### src/tp4_palette_ram.sv
`default_nettype none
// ----------------------------------------------------------------------------
// tp4_palette_ram
// Palette store: one write port, two read ports with registered read data.
// ----------------------------------------------------------------------------
module tp4_palette_ram #(
  parameter int ADDR_W = 8,
  parameter int DATA_W = 15
) (
  input  wire logic              clk,
  input  wire logic              we,
  input  wire logic [ADDR_W-1:0] waddr,
  input  wire logic [DATA_W-1:0] wdata,
  input  wire logic              re,
  input  wire logic [ADDR_W-1:0] raddr_a,
  input  wire logic [ADDR_W-1:0] raddr_b,
  output logic      [DATA_W-1:0] rdata_a,
  output logic      [DATA_W-1:0] rdata_b
);

  logic [DATA_W-1:0] mem [2**ADDR_W];

  always_ff @(posedge clk) begin
    if (we) begin
      mem[waddr] <= wdata;
    end
  end

  always_ff @(posedge clk) begin
    if (re) begin
      rdata_a <= mem[raddr_a];
      rdata_b <= mem[raddr_b];
    end
  end

endmodule : tp4_palette_ram
`default_nettype wire

### config.mk
export PLATFORM = sky130hd
export DESIGN_NAME = tp4_palette_ram
export DESIGN_NICKNAME = d
export VERILOG_FILES = /design/src/tp4_palette_ram.sv
export SDC_FILE = /design/constraint.sdc
export NUM_CORES = 2
export LEC_CHECK = 0
export ABC_AREA = 0
export BUFFER_PORTS_ARGS = -buffer_cell sky130_fd_sc_hd__buf_2
export CORE_UTILIZATION = 40
export CTS_BUF_LIST = sky130_fd_sc_hd__clkbuf_4 sky130_fd_sc_hd__clkbuf_8
export CTS_CLUSTER_SIZE = 30
export DETAILED_ROUTE_END_ITERATION = 8
export GPL_ROUTABILITY_DRIVEN = 0
export PLACE_DENSITY = 0.55
export SYNTH_ARGS = -nofsm -noshare
export SYNTH_HDL_FRONTEND = slang
export SYNTH_SLANG_ARGS = --single-unit
### constraint.sdc
create_clock -name clk -period 2.3 [get_ports clk]
set_input_delay 0.345 -clock clk [delete_from_list [all_inputs] [get_ports clk]]
set_output_delay 0.345 -clock clk [all_outputs]
set_load 0.05 [all_outputs]
==> out/results.txt <==
Status: complete, but fails checks
Violated checks: negative setup slack
Critical Path Start Type: register
Least-Margin Pin Slew: 1110 ps
Flop2flop setup slack: -360 ps
Synth area leaders: edfxtp_1 (65%), mux4_2 (20%), mux2i_1 (3.1%), a22oi_1 (2.6%), a21oi_1 (0.79%)
Post-synthesis xor/xnor area fraction: 0%
Hold path depth: 2
Reg2Reg Depth: 7
RSZ-0062 raised after global routing: yes
Fmax: 376 MHz
Final Power: 158 mW
IO buf count: 71
Compound-Gate Fraction of Synth Area: 6.42%
Number of global-route vias before repair: 114591
Detailed Routing Iterations Pass 1: 8
Area of the multi-input gates: 0.0602 mm^2
Via count: 112733
Worst Slack Setup Final: -357 ps
Clock skew: 87.8 ps
Met3 GRT Util: 5.70%
Vias/cell: 6.41
Fillers: 35969
GR peak layer: met2
Met1 usage in global routing: 38.0%
Minimum clock period: 2660 ps
CP cell instances: mux4_2, a22o_4, a221oi_4, o22ai_4, nor3_4, buf_4, a211oi_2
CTS tree: yes
Most frequent cell after synthesis: edfxtp_1
Share of layout cells above drive strength 1: 44.5%
CP Capture Type: register
DRC Markers: 0
Reg area: 0.116 mm^2
Worst vdd ir: 0.604 mV
Global-route wire length before repair: 908000 um
Die height: 669 um
Setup Viol. Count Final: 49
R2R Path Start: mem[243][14]
Synth Area in Simple Gates: 1.96%
Netlist cell types: 69
Type of the worst setup path: reg -> reg
Worst-path clk slew: 60 ps
Mux cell area share after synthesis: 23.7%
WL final: 659000 um
Power Density: 721 mW/mm^2
Ys Warns: 0
Die Area: 0.448 mm^2
Top cell type by total area after synthesis: edfxtp_1
CP max FO: 2
Hold_ws: 97.0 ps
Dpl hpwl: 454000 um
Final net count: 11174
Antenna viol nets, final: 0
Post-Synth Adder-Cell Area: 0%
Root Buffer Master: clkbuf_8
Initial antenna violation count: 31
Post-Synthesis Cells: 9194
Avg Inst Size Synth: 19.4 um^2
Largest net degree at the start of global routing: 99
Crit path DAT: 3650 ps
Post-synth ARST share: 0%
Worst hold endpoint: mem[178][11]
Die X: 669 um
FF-to-FF End: rdata_b[14]
Most used DFF post-synth: edfxtp_1
Clock latency on the worst-skew pair: 1290 ps
Clock sinks: 3870
H-tree levels: 6
Max incr delay on CP: 530 ps
Number of flops mapped to enable cells by yosys: 3870
Slowest cell on the critical path: nor3_4
TritonCTS buffer count: 663
Synthesized cell area: 0.178 mm^2
Initial DRC Count: 15343
Total Routing Usage GR: 28.8%
P_leak: 71.7 nW
Combinational family with the most area after synthesis: multiplexers
GR Layer Usage met2: 45.1%
Required time of the critical path: 3290 ps
Deepest clock path buffer count: 4
Register area share after synthesis: 65.2%
Syn_nets: 9236
Max Slew Vio Count: 0
Area delta synth->final: 22.9%
Normalized max-slew margin: 25.5%
Max-cap violations: 0
Final worst path period share: 116%
Commonest cells post-synth: edfxtp_1 (3870), mux4_2 (1570), a22oi_1 (620), mux2i_1 (546)
Row cnt: 244
HP Class: in -> reg
WL/cell: 37.5 um
Core Area: 0.442 mm^2
Yosys reg bits: 3870
IO Count: 72
Worst Hold Launch: wdata[11]
Initial core utilization: 40.3%
Top-area cell type share of the netlist area: 65.2%
Gr ovfl total: 0
Hold Vio Cnt, Final: 0
[placed cells by master (no fill, tap or decap), types with 127 or more instances in the layout]
cell / netlist / final
a21oi_1: 282 / 234
a22oi_1: 620 / 526
buf_12: 19 / 502
buf_4: 77 / 1418
clkbuf_4: 2 / 198
clkbuf_8: 0 / 675
clkinv_1: 1 / 195
edfxtp_1: 3870 / 3870
mux2i_1: 546 / 545
mux4_2: 1570 / 1577
nand2_1: 160 / 136
nor2_1: 311 / 167
nor2_2: 2 / 137
o221ai_1: 127 / 127
o22ai_1: 136 / 128
[power breakdown]
part | switching (mW) | total (mW) | internal (mW)
clock | 29.6 | 62.7 | 33.1
combinational | 9.98 | 16.9 | 6.94
sequential | 0.305 | 78.2 | 77.9
total | 39.9 | 158 | 118
[registers in the layout (all words and copies together), names as in the netlist]
signal / count
mem: 3840
rdata_a: 15
rdata_b: 15
[worst max-delay path by stage]
stage,cells past startpoint,to,from,slack (ps)
detailed placement,10,rdata_a[4],raddr_a[0],-1990
floorplan,6,mem[235][0],waddr[3],-170
finish,7,rdata_b[14],mem[243][14],-360
global route,7,rdata_b[14],mem[243][14],-380
global placement,10,rdata_a[6],raddr_a[0],-2600
CTS,1,rdata_b[12],rdata_b[12],-390
[layout make-up]
cell class | count | area share (%)
clock inverters | 329 | 1.03
repair buffers | 2049 | 10.1
clock buffers | 872 | 4.92
well taps | 5904 | 3.37
multi-input cells | 4544 | 27.5
inverters | 4 | 0.00686
diodes | 13 | 0.0149
flip-flops and latches | 3870 | 53.1
[per-layer routing]
metal  share of wire [%]  up-vias  routed length (um)
li1                    -    44270                   -
met1                  38    60246              248000
met4                 6.2        8               41100
met3                 9.7     1383               63800
met5              0.0082        -                  54
met2                  46     6826              306000
[worst max-delay path: cells and delay by family (launching register included)]
kind | cells | cell delay [ps]
muxes | 1 | 490
DFF | 1 | 380
and+or+nand+nor | 1 | 530
AOI/OAI and AO/OA | 4 | 750
buffers and inverters | 1 | 220
[timing repair]
action                     4_1_cts  5_1_grt
gates cloned                     0        1
setup buffers                   12        7
setup endpoints to repair       60       73
hold endpoints to repair      4410        0
resized for setup              354      176
pin swaps                       91       92
hold buffers                    32        0
[logic make-up after synthesis]
family	Yosys count
flops	3870
simple gates	756
compound gates	1596
mux	2192
buf+inv	780
[stage by stage]
step           setup WS [ps]  std cells  area (um^2)  utilization [%]  setup TNS, ps
5_1_grt                 -378      17575       219000             49.5          -6980
3_5_place_dp           -1990      16341       203000             45.9         -43720
2_1_floorplan           -167       9194       178000                -        -278130
6_report                -357      17585       219000             49.5          -6560
4_1_cts                 -388      17572       218000             49.3          -8680
3_3_place_gp           -2600      16338       203000             45.9         -47570
(Power assumes the default switching activity.)
