<file path="src/tp4_pkg.sv">
`default_nettype none
// ----------------------------------------------------------------------------
// tp4_pkg
// Shared constants, field layout and channel expansion table for the
// packed 4bpp tile pixel decoder.
// ----------------------------------------------------------------------------
package tp4_pkg;

  // sheet and palette geometry
  localparam int PALETTE_COUNT = 16;
  localparam int TILE_LIMIT    = 320;
  localparam int TILES_ACROSS  = 32;
  localparam int TILE_PIXELS   = 8;

  // palette store: 16 palettes of 16 colors
  localparam int PAL_W         = 4;
  localparam int SLOT_W        = 4;
  localparam int STORE_ADDR_W  = PAL_W + SLOT_W;
  localparam int COLOR_W       = 15;

  // field widths
  localparam int TILE_W        = 9;
  localparam int OFFSET_W      = 5;
  localparam int BYTE_W        = 8;
  localparam int X_W           = 8;
  localparam int Y_W           = 7;
  localparam int ARGB_W        = 32;
  localparam int IN_DATA_W     = 48;
  localparam int OUT_DATA_W    = 80;

  // rows of pixels covered by the tile sheet
  localparam int Y_LIMIT = ((TILE_LIMIT + TILES_ACROSS - 1) / TILES_ACROSS) * TILE_PIXELS;

  typedef enum logic {
    OP_PAL_WRITE = 1'b0,
    OP_TILE_BYTE = 1'b1
  } opcode_t;

  // floor(v * 255 / 31) for a 5-bit channel
  localparam logic [7:0] EXPAND_LUT [32] = '{
    8'd0,   8'd8,   8'd16,  8'd24,  8'd32,  8'd41,  8'd49,  8'd57,
    8'd65,  8'd74,  8'd82,  8'd90,  8'd98,  8'd106, 8'd115, 8'd123,
    8'd131, 8'd139, 8'd148, 8'd156, 8'd164, 8'd172, 8'd180, 8'd189,
    8'd197, 8'd205, 8'd213, 8'd222, 8'd230, 8'd238, 8'd246, 8'd255
  };

  function automatic logic [7:0] expand_chan(input logic [4:0] v);
    return EXPAND_LUT[v];
  endfunction

endpackage : tp4_pkg
`default_nettype wire

</file>
<file path="src/tp4_argb_expand.sv">
`default_nettype none
// ----------------------------------------------------------------------------
// tp4_argb_expand
// Turns one 15-bit palette color into a 32-bit ARGB pixel.
// ----------------------------------------------------------------------------
module tp4_argb_expand (
  input  wire logic [tp4_pkg::COLOR_W-1:0] color,
  input  wire logic                        opaque,
  output logic      [tp4_pkg::ARGB_W-1:0]  argb
);

  logic [7:0] alpha;

  assign alpha = opaque ? 8'hFF : 8'h00;

  // red in the low color bits (to argb[23:16]), blue in the high color bits (to argb[7:0])
  assign argb = {alpha,
                 tp4_pkg::expand_chan(color[4:0]),
                 tp4_pkg::expand_chan(color[9:5]),
                 tp4_pkg::expand_chan(color[14:10])};

endmodule : tp4_argb_expand
`default_nettype wire

</file>
<file path="config.mk">
export PLATFORM = sky130hd
export DESIGN_NAME = tp4_argb_expand
export DESIGN_NICKNAME = d
export VERILOG_FILES = /design/src/tp4_pkg.sv /design/src/tp4_argb_expand.sv
export SDC_FILE = /design/constraint.sdc
export NUM_CORES = 1
export LEC_CHECK = 0
export ABC_CLOCK_PERIOD_IN_PS = 2000
export BUFFER_PORTS_ARGS = -buffer_cell sky130_fd_sc_hd__buf_4
export CAP_MARGIN = 10
export CORE_AREA = 4 4 41 43
export DETAILED_ROUTE_END_ITERATION = 6
export DIE_AREA = 0 0 45 47
export GPL_TIMING_DRIVEN = 0
export PLACE_DENSITY_LB_ADDON = 0.2
export SYNTH_ARGS = -nofsm -noshare
export SYNTH_HDL_FRONTEND = slang
export SYNTH_SLANG_ARGS = --single-unit
</file>
<file path="constraint.sdc">
create_clock -name vclk -period 2
set_input_delay 0.3 -clock vclk [all_inputs]
set_output_delay 0.3 -clock vclk [all_outputs]
set_load 0.02 [all_outputs]
</file>
==> flow_metrics.tcl, run 1 <==
set metrics [dict create \
    core_area_sq_um 1300 \
    path_max_fanout 5 \
    antenna_found_initial 0 \
    wl_per_cell_um 9.52 \
    finalPower_w 0.000218 \
    final_nets 127 \
    first_pass_iters 3 \
    grt_pass1_wl_mm 1.73 \
    nClkBuffers 0 \
    ant_nets 0 \
    fin_crit_sh_pct 71.2 \
    synth_cell_types 20 \
    worst_slack_ns 0.577 \
    io_pins 48 \
    finalWeightedCongestion 0.798 \
    synth.top_cell.area_share_pct 42.2 \
    p_clk_share_pct 0 \
    synth_cells 62 \
    final_util_pct 60.0 \
    synthesis.area_sq_um 409 \
    place_ws_ns 0.572 \
    worstPathCellList "buf_4, nor2b_2, o311ai_1, a21boi_1, buf_4" \
    numSequentialCells 0 \
    layout_commonest_cell "buf_4" \
    die-area_sq_um 2120 \
    grt_max_degree 9 \
    dp_hpwl_mm 1.06 \
    antenna-diode-count 0 \
    drv_slew 0 \
    yosys.area.top_type "buf_4" \
    avgSynthCellArea_sq_um 6.60 \
    worst_pin_slew_ns 0.221 \
    stdcell_area_sq_um 781 \
    critical-path-top-delay-family "compound AO/OA/AOI/OAI gates" \
    holdCritPathClass "primary input to output pin" \
    slew_headroom_pct 85.1 \
    dpl_cell_area_sq_um 781 \
    fillerInstances 133 \
    overflow 0 \
    crit_path_max_incr_delay_ns 0.20 \
    power_frac_comb_pct 100.0 \
    num_vias 540 \
    avgViaCountPerCell 4.35 \
    grt_usage_pct 10.1 \
    dieWidth_um 45 \
    yosys-top-cells-area "buf_4 42%, nor2b_1 6.1%, o21ai_0 4.9%" \
    ir_worst_vdd_mv 0.121 \
    die_height_um 47 \
    start_util_pct 31.4 \
    min_period_ns 1.42 \
    regArea_sq_um 0 \
    drive_above_1_share_pct 66.1 \
    status "finished clean" \
    hold_buffers 0 \
    rsz0062_at_grt "false" \
    final_cell_mix "70 x buf_4, 5 x inv_1, 4 x nor2b_1, 4 x nor2_1, 4 x o21ai_0" \
    cts_setup_buffers 0 \
    finalHoldViolations 0 \
    crit_top_cell "buf_4" \
    max_cap_viol_count 0 \
    switching_power_w 0.000104 \
    synth_fp_nets 78 \
    cts_resized 0 \
    fmax_mhz 703 \
    ys.warnings.count 0 \
    p_per_area_nw_per_um2 279 \
    crit_path_start_kind "primary input" \
    initialDrtViolationCount 3 \
    yosysSeqAreaShare_pct 0 \
    routed_wl_mm 1.18 \
    placement.io_buffers 47 \
    endpoint_kind "output pin" \
    p_seq_share_pct 0 \
    tns_ns 0 \
    critical_path_arrival_ns 1.12 \
    worstPathRequired_ns 1.70 \
    setup_viol_count_final 0 \
    syn2layout_area_growth_pct 90.8 \
    drcViolationCount 0 \
    crit_type "primary input to output pin" \
    swShare_pct 47.7 \
    power_leakage_nw 0.433 \
    cp_slowest_cell "o311ai_1" \
    grt_pass1_vias 448 \
    row_count 13 \
    worst-path-buf-inv 2 \
    power.internal_w 0.000114 \
]
[per-stage QoR]
step / instances / hold slack [ns]
after global routing: 124 / 0.804
after floorplan: 62 / 0.713
final: 124 / 0.799
after global placement: 124 / 0.799
after CTS: 124 / 0.801
after detailed placement: 124 / 0.799
[power groups by stage]
stage	Sequential [W]	Combinational, W	Clock (W)
after floorplan	0	0.000120	0
after global placement	0	0.000217	0
after detailed placement	0	0.000219	0
after CTS	0	0.000220	0
after global routing	0	0.000234	0
final	0	0.000218	0
[synthesized netlist by cell type, types with 2 or more instances]
| cell type | n |
|---|---|
| buf_4 | 23 |
| inv_1 | 5 |
| nor2_1 | 4 |
| nor2b_1 | 4 |
| o21ai_0 | 4 |
| nand2b_1 | 3 |
| a211oi_1 | 2 |
| a22oi_1 | 2 |
| nand2_1 | 2 |
| nor2b_2 | 2 |
| nor3_1 | 2 |
[kinds of logic (layout without fill, tap and decap cells)]
kind of cell | after synthesis | count (layout) | share of synthesized area (%)
AND/OR/NAND/NOR | 17 | 17 | 22.9
AO/OA/AOI/OAI | 17 | 17 | 30.3
buffers and inverters | 28 | 75 | 46.8
[path summary, 6_finish.rpt]
path	start	endpoint	slack (ns)	cells after the start
max	color[6]	argb[8]	0.58	5
min	opaque	argb[27]	0.80	2
[area by class of cell]
type | count | area, sq um | area share [%]
Tap cell | 15 | 18.8 | 2.40
Multi-Input combinational cell | 34 | 218 | 27.9
Timing Repair Buffer | 47 | 353 | 45.2
Buffer | 23 | 173 | 22.1
Inverter | 5 | 18.8 | 2.40
[layer usage]
metal | wire, um | global-route usage (%) | vias up
li1 | - | - | 286
met5 | 0 | 0 | -
met1 | 464 | 13.5 | 221
met4 | 0 | 0 | 0
met3 | 174 | 1.15 | 0
met2 | 541 | 18.6 | 33
(Power assumes the default switching activity.)
==> run 2: changes to the inputs <==
--- a/config.mk
+++ b/config.mk
@@ -5,7 +5,7 @@
 export SDC_FILE = /design/constraint.sdc
 export NUM_CORES = 1
 export LEC_CHECK = 0
-export ABC_CLOCK_PERIOD_IN_PS = 2000
+export ABC_CLOCK_PERIOD_IN_PS = 1300
 export BUFFER_PORTS_ARGS = -buffer_cell sky130_fd_sc_hd__buf_4
 export CAP_MARGIN = 10
 export CORE_AREA = 4 4 41 43
==> constraint.sdc (replaced) <==
create_clock -name vclk -period 1.3
set_input_delay 0.195 -clock vclk [all_inputs]
set_output_delay 0.195 -clock vclk [all_outputs]
set_load 0.02 [all_outputs]
==> flow_metrics.tcl, run 2 (synthesized netlist as in run 1, its figures left out) <==
set metrics [dict create \
    grt_pass1_vias 448 \
    fin_crit_sh_pct 93.6 \
    grt_pass1_wl_mm 1.73 \
    routed_wl_mm 1.21 \
    place_ws_ns 0.0823 \
    antenna-diode-count 0 \
    start_util_pct 31.4 \
    drv_slew 0 \
    num_vias 544 \
    cts_setup_buffers 0 \
    worstPathRequired_ns 1.11 \
    overflow 0 \
    p_per_area_nw_per_um2 429 \
    finalWeightedCongestion 0.798 \
    nClkBuffers 0 \
    min_period_ns 1.22 \
    syn2layout_area_growth_pct 93.3 \
    avgViaCountPerCell 4.39 \
    layout_commonest_cell "buf_4" \
    die-area_sq_um 2120 \
    crit_path_max_incr_delay_ns 0.21 \
    grt_max_degree 9 \
    row_count 13 \
    fmax_mhz 821 \
    holdCritPathClass "primary input to output pin" \
    placement.io_buffers 47 \
    die_height_um 47 \
    rsz0062_at_grt "false" \
    ir_worst_vdd_mv 0.188 \
    fin_hold_ws_ns 0.589 \
    initialDrtViolationCount 1 \
    finalHoldViolations 0 \
    crit_path_start_kind "primary input" \
    drive_above_1_share_pct 67.9 \
    tns_ns 0 \
    antenna_found_initial 0 \
    crit_top_cell "buf_4" \
    drcViolationCount 0 \
    grt_usage_pct 10.1 \
    power_leakage_nw 0.435 \
    io_pins 48 \
    wl_per_cell_um 9.77 \
    critical_path_arrival_ns 1.02 \
    worst_slack_ns 0.0827 \
    dieWidth_um 45 \
    final_nets 127 \
    first_pass_iters 3 \
    setup_viol_count_final 0 \
    status "finished clean" \
    hold_buffers 0 \
    path_max_fanout 5 \
    finalPower_w 0.000339 \
    ant_nets 0 \
    worst_pin_slew_ns 0.236 \
    max_cap_viol_count 0 \
    crit_type "primary input to output pin" \
    dp_hpwl_mm 1.06 \
    core_area_sq_um 1300 \
    slew_headroom_pct 84.1 \
    numSequentialCells 0 \
    cp_slowest_cell "o311ai_1" \
    worstPathCellList "buf_4, nor2b_2, o311ai_1, a21boi_2, buf_4" \
    endpoint_kind "output pin" \
    regArea_sq_um 0 \
    final_cell_mix "70 x buf_4, 5 x inv_1, 4 x nor2b_1, 4 x nor2_1, 4 x o21ai_0" \
]
==> run 2: cell types whose count changed in the layout (fill, tap and decap cells not counted) <==
cell,change
a21boi_1,-1
a21boi_2,+1
a311oi_1,-1
a311oi_2,+1
==> run 2: power by group <==
group	switching, W	total, W	leakage, nW	internal, W
sequential	0	0	0	0
clock	0	0	0	0
combinational	0.000162	0.000339	0.435	0.000177
total	0.000162	0.000339	0.435	0.000177
==> run 2: critical path, delay by kind of cell <==
kind / cells / cell delay (ns)
buffers and inverters: 2 / 0.27
AO/OA/AOI/OAI: 2 / 0.40
AND/OR/NAND/NOR: 1 / 0.16
==> run 2: path summary, 6_finish.rpt <==
check                 from        to  slack [ns]  depth (start not counted)
setup / recovery  color[6]   argb[8]        0.08                          5
hold / removal      opaque  argb[27]        0.59                          2
==> run 2: cell type report <==
cell class,count,area [sq um]
inverters,5,18.8
repair buffers,47,353
multi-input cells,34,228
plain buffers,23,173
well taps,15,18.8
fillers,135,510
==> run 2: repair_timing <==
| item | 4_1_cts | 5_1_grt |
|---|---|---|
| endpoints found under the setup margin | 0 | 2 |
| hold endpoints to repair | 0 | 0 |
| resized for setup | 0 | 2 |
==> run 2: routing by layer <==
metal,GRT usage [%],vias up,share of wire [%]
met5,0,-,0
met4,0,0,0
met3,1.15,0,14
met2,18.6,33,47
met1,13.5,225,39
li1,-,286,-
==> run 2: per-stage QoR <==
step                      std cells  area, sq um  utilization [%]
after floorplan                  62          409                -
after CTS                       124          781             60.0
after detailed placement        124          781             60.0
after global placement          124          781             60.0
final                           124          791             60.8
after global routing            124          791             60.8
==> run 3: changes to the inputs <==
--- a/config.mk
+++ b/config.mk
@@ -8,10 +8,13 @@
 export ABC_CLOCK_PERIOD_IN_PS = 1300
 export BUFFER_PORTS_ARGS = -buffer_cell sky130_fd_sc_hd__buf_4
 export CAP_MARGIN = 10
-export CORE_AREA = 4 4 41 43
+export CELL_PAD_IN_SITES_DETAIL_PLACEMENT = 0
+export CELL_PAD_IN_SITES_GLOBAL_PLACEMENT = 1
+export CORE_MARGIN = 4
+export CORE_UTILIZATION = 19
 export DETAILED_ROUTE_END_ITERATION = 6
-export DIE_AREA = 0 0 45 47
 export GPL_TIMING_DRIVEN = 0
+export MAX_ROUTING_LAYER = met4
 export PLACE_DENSITY_LB_ADDON = 0.2
 export SYNTH_ARGS = -nofsm -noshare
 export SYNTH_HDL_FRONTEND = slang
==> flow_metrics.tcl, run 3 (synthesized netlist as in run 1, its figures left out) <==
set metrics [dict create \
    initialDrtViolationCount 5 \
    crit_path_max_incr_delay_ns 0.21 \
    ant_nets 0 \
    grt_usage_pct 7.55 \
    antenna-diode-count 0 \
    crit_path_start_kind "primary input" \
    p_per_area_nw_per_um2 421 \
    die_height_um 54.4 \
    numSequentialCells 0 \
    finalWeightedCongestion 0.725 \
    path_max_fanout 5 \
    row_count 16 \
    max_cap_viol_count 0 \
    die-area_sq_um 2960 \
    power_leakage_nw 0.433 \
    swShare_pct 47.8 \
    grt_pass1_vias 448 \
    worstPathCellList "buf_4, nor2b_2, o311ai_1, a21boi_1, buf_4" \
    nClkBuffers 0 \
    worst_pin_slew_ns 0.214 \
    dp_hpwl_mm 1.08 \
    cts_resized 0 \
    fillerInstances 228 \
    power.internal_w 0.000175 \
    rsz0062_at_grt "false" \
    hold_buffers 0 \
    power_frac_comb_pct 100.0 \
    drive_above_1_share_pct 66.1 \
    crit_type "primary input to output pin" \
    overflow 0 \
    core_area_sq_um 2000 \
    ir_worst_vdd_mv 0.148 \
    critical-path-top-delay-family "compound AO/OA/AOI/OAI gates" \
    cts_setup_buffers 0 \
    holdCritPathClass "primary input to output pin" \
    worst_slack_ns 0.0758 \
    p_seq_share_pct 0 \
    crit_top_cell "buf_4" \
    dieWidth_um 54.4 \
    grt_max_degree 9 \
    status "finished clean" \
    place_ws_ns 0.0640 \
    setup_viol_count_final 0 \
    layout_commonest_cell "buf_4" \
    worst-path-buf-inv 2 \
    drv_slew 0 \
    switching_power_w 0.000160 \
    placement.io_buffers 47 \
    avgViaCountPerCell 4.03 \
    slew_headroom_pct 85.5 \
    worstPathRequired_ns 1.11 \
    start_util_pct 20.4 \
    cp_slowest_cell "o311ai_1" \
    first_pass_iters 4 \
    wl_per_cell_um 9.12 \
    finalHoldViolations 0 \
    routed_wl_mm 1.24 \
    final_cell_mix "70 x buf_4, 5 x inv_1, 4 x nor2b_1, 4 x nor2_1, 4 x o21ai_0" \
    fin_crit_sh_pct 94.2 \
    min_period_ns 1.22 \
    regArea_sq_um 0 \
    endpoint_kind "output pin" \
    drcViolationCount 0 \
    fmax_mhz 817 \
    syn2layout_area_growth_pct 94.5 \
    num_vias 548 \
    tns_ns 0 \
    p_clk_share_pct 0 \
    grt_pass1_wl_mm 1.77 \
    critical_path_arrival_ns 1.03 \
    io_pins 48 \
    final_nets 127 \
    antenna_found_initial 0 \
]
## run 3: cell count changes in the layout (fill, tap and decap cells not counted)
cell and delta:
a21boi_2 -1, a311oi_2 -1, a311oi_1 +1, a21boi_1 +1
## run 3: power groups by stage
stage	sequential, W	clock (W)	combinational (W)
global route	0	0	0.000362
finish	0	0	0.000335
detailed placement	0	0	0.000340
floorplan	0	0	0.000185
CTS	0	0	0.000340
global placement	0	0	0.000339
## run 3: final timing paths
kind	start	end	slack (ns)	depth (start not counted)
worst min-delay path	opaque	argb[28]	0.59	2
worst max-delay path	color[6]	argb[8]	0.08	5
## run 3: layout make-up
cell class	count	area, sq um	share of cell area [%]
multi-input combinational	34	218	27.4
timing repair buffer	47	353	44.3
tap	27	33.8	4.25
inverter	5	18.8	2.36
buffer	23	173	21.7
## run 3: stage by stage
stage	instance area [sq um]	util (%)	power, W	cells	hold WS, ns
2_1_floorplan	409	-	0.000185	62	0.503
3_3_place_gp	796	39.8	0.000339	136	0.589
3_5_place_dp	796	39.8	0.000340	136	0.589
4_1_cts	796	39.8	0.000340	136	0.589
5_1_grt	796	39.8	0.000362	136	0.592
6_report	796	39.8	0.000335	136	0.588
## run 3: metal layers
metal  wire length (um)  track usage (%)  vias to the layer above
li1                   -                -                      287
met1                464             9.29                      238
met2                645             14.5                       23
met3                129                0                        0
met4                  0                0                        0
met5                  0                -                        -
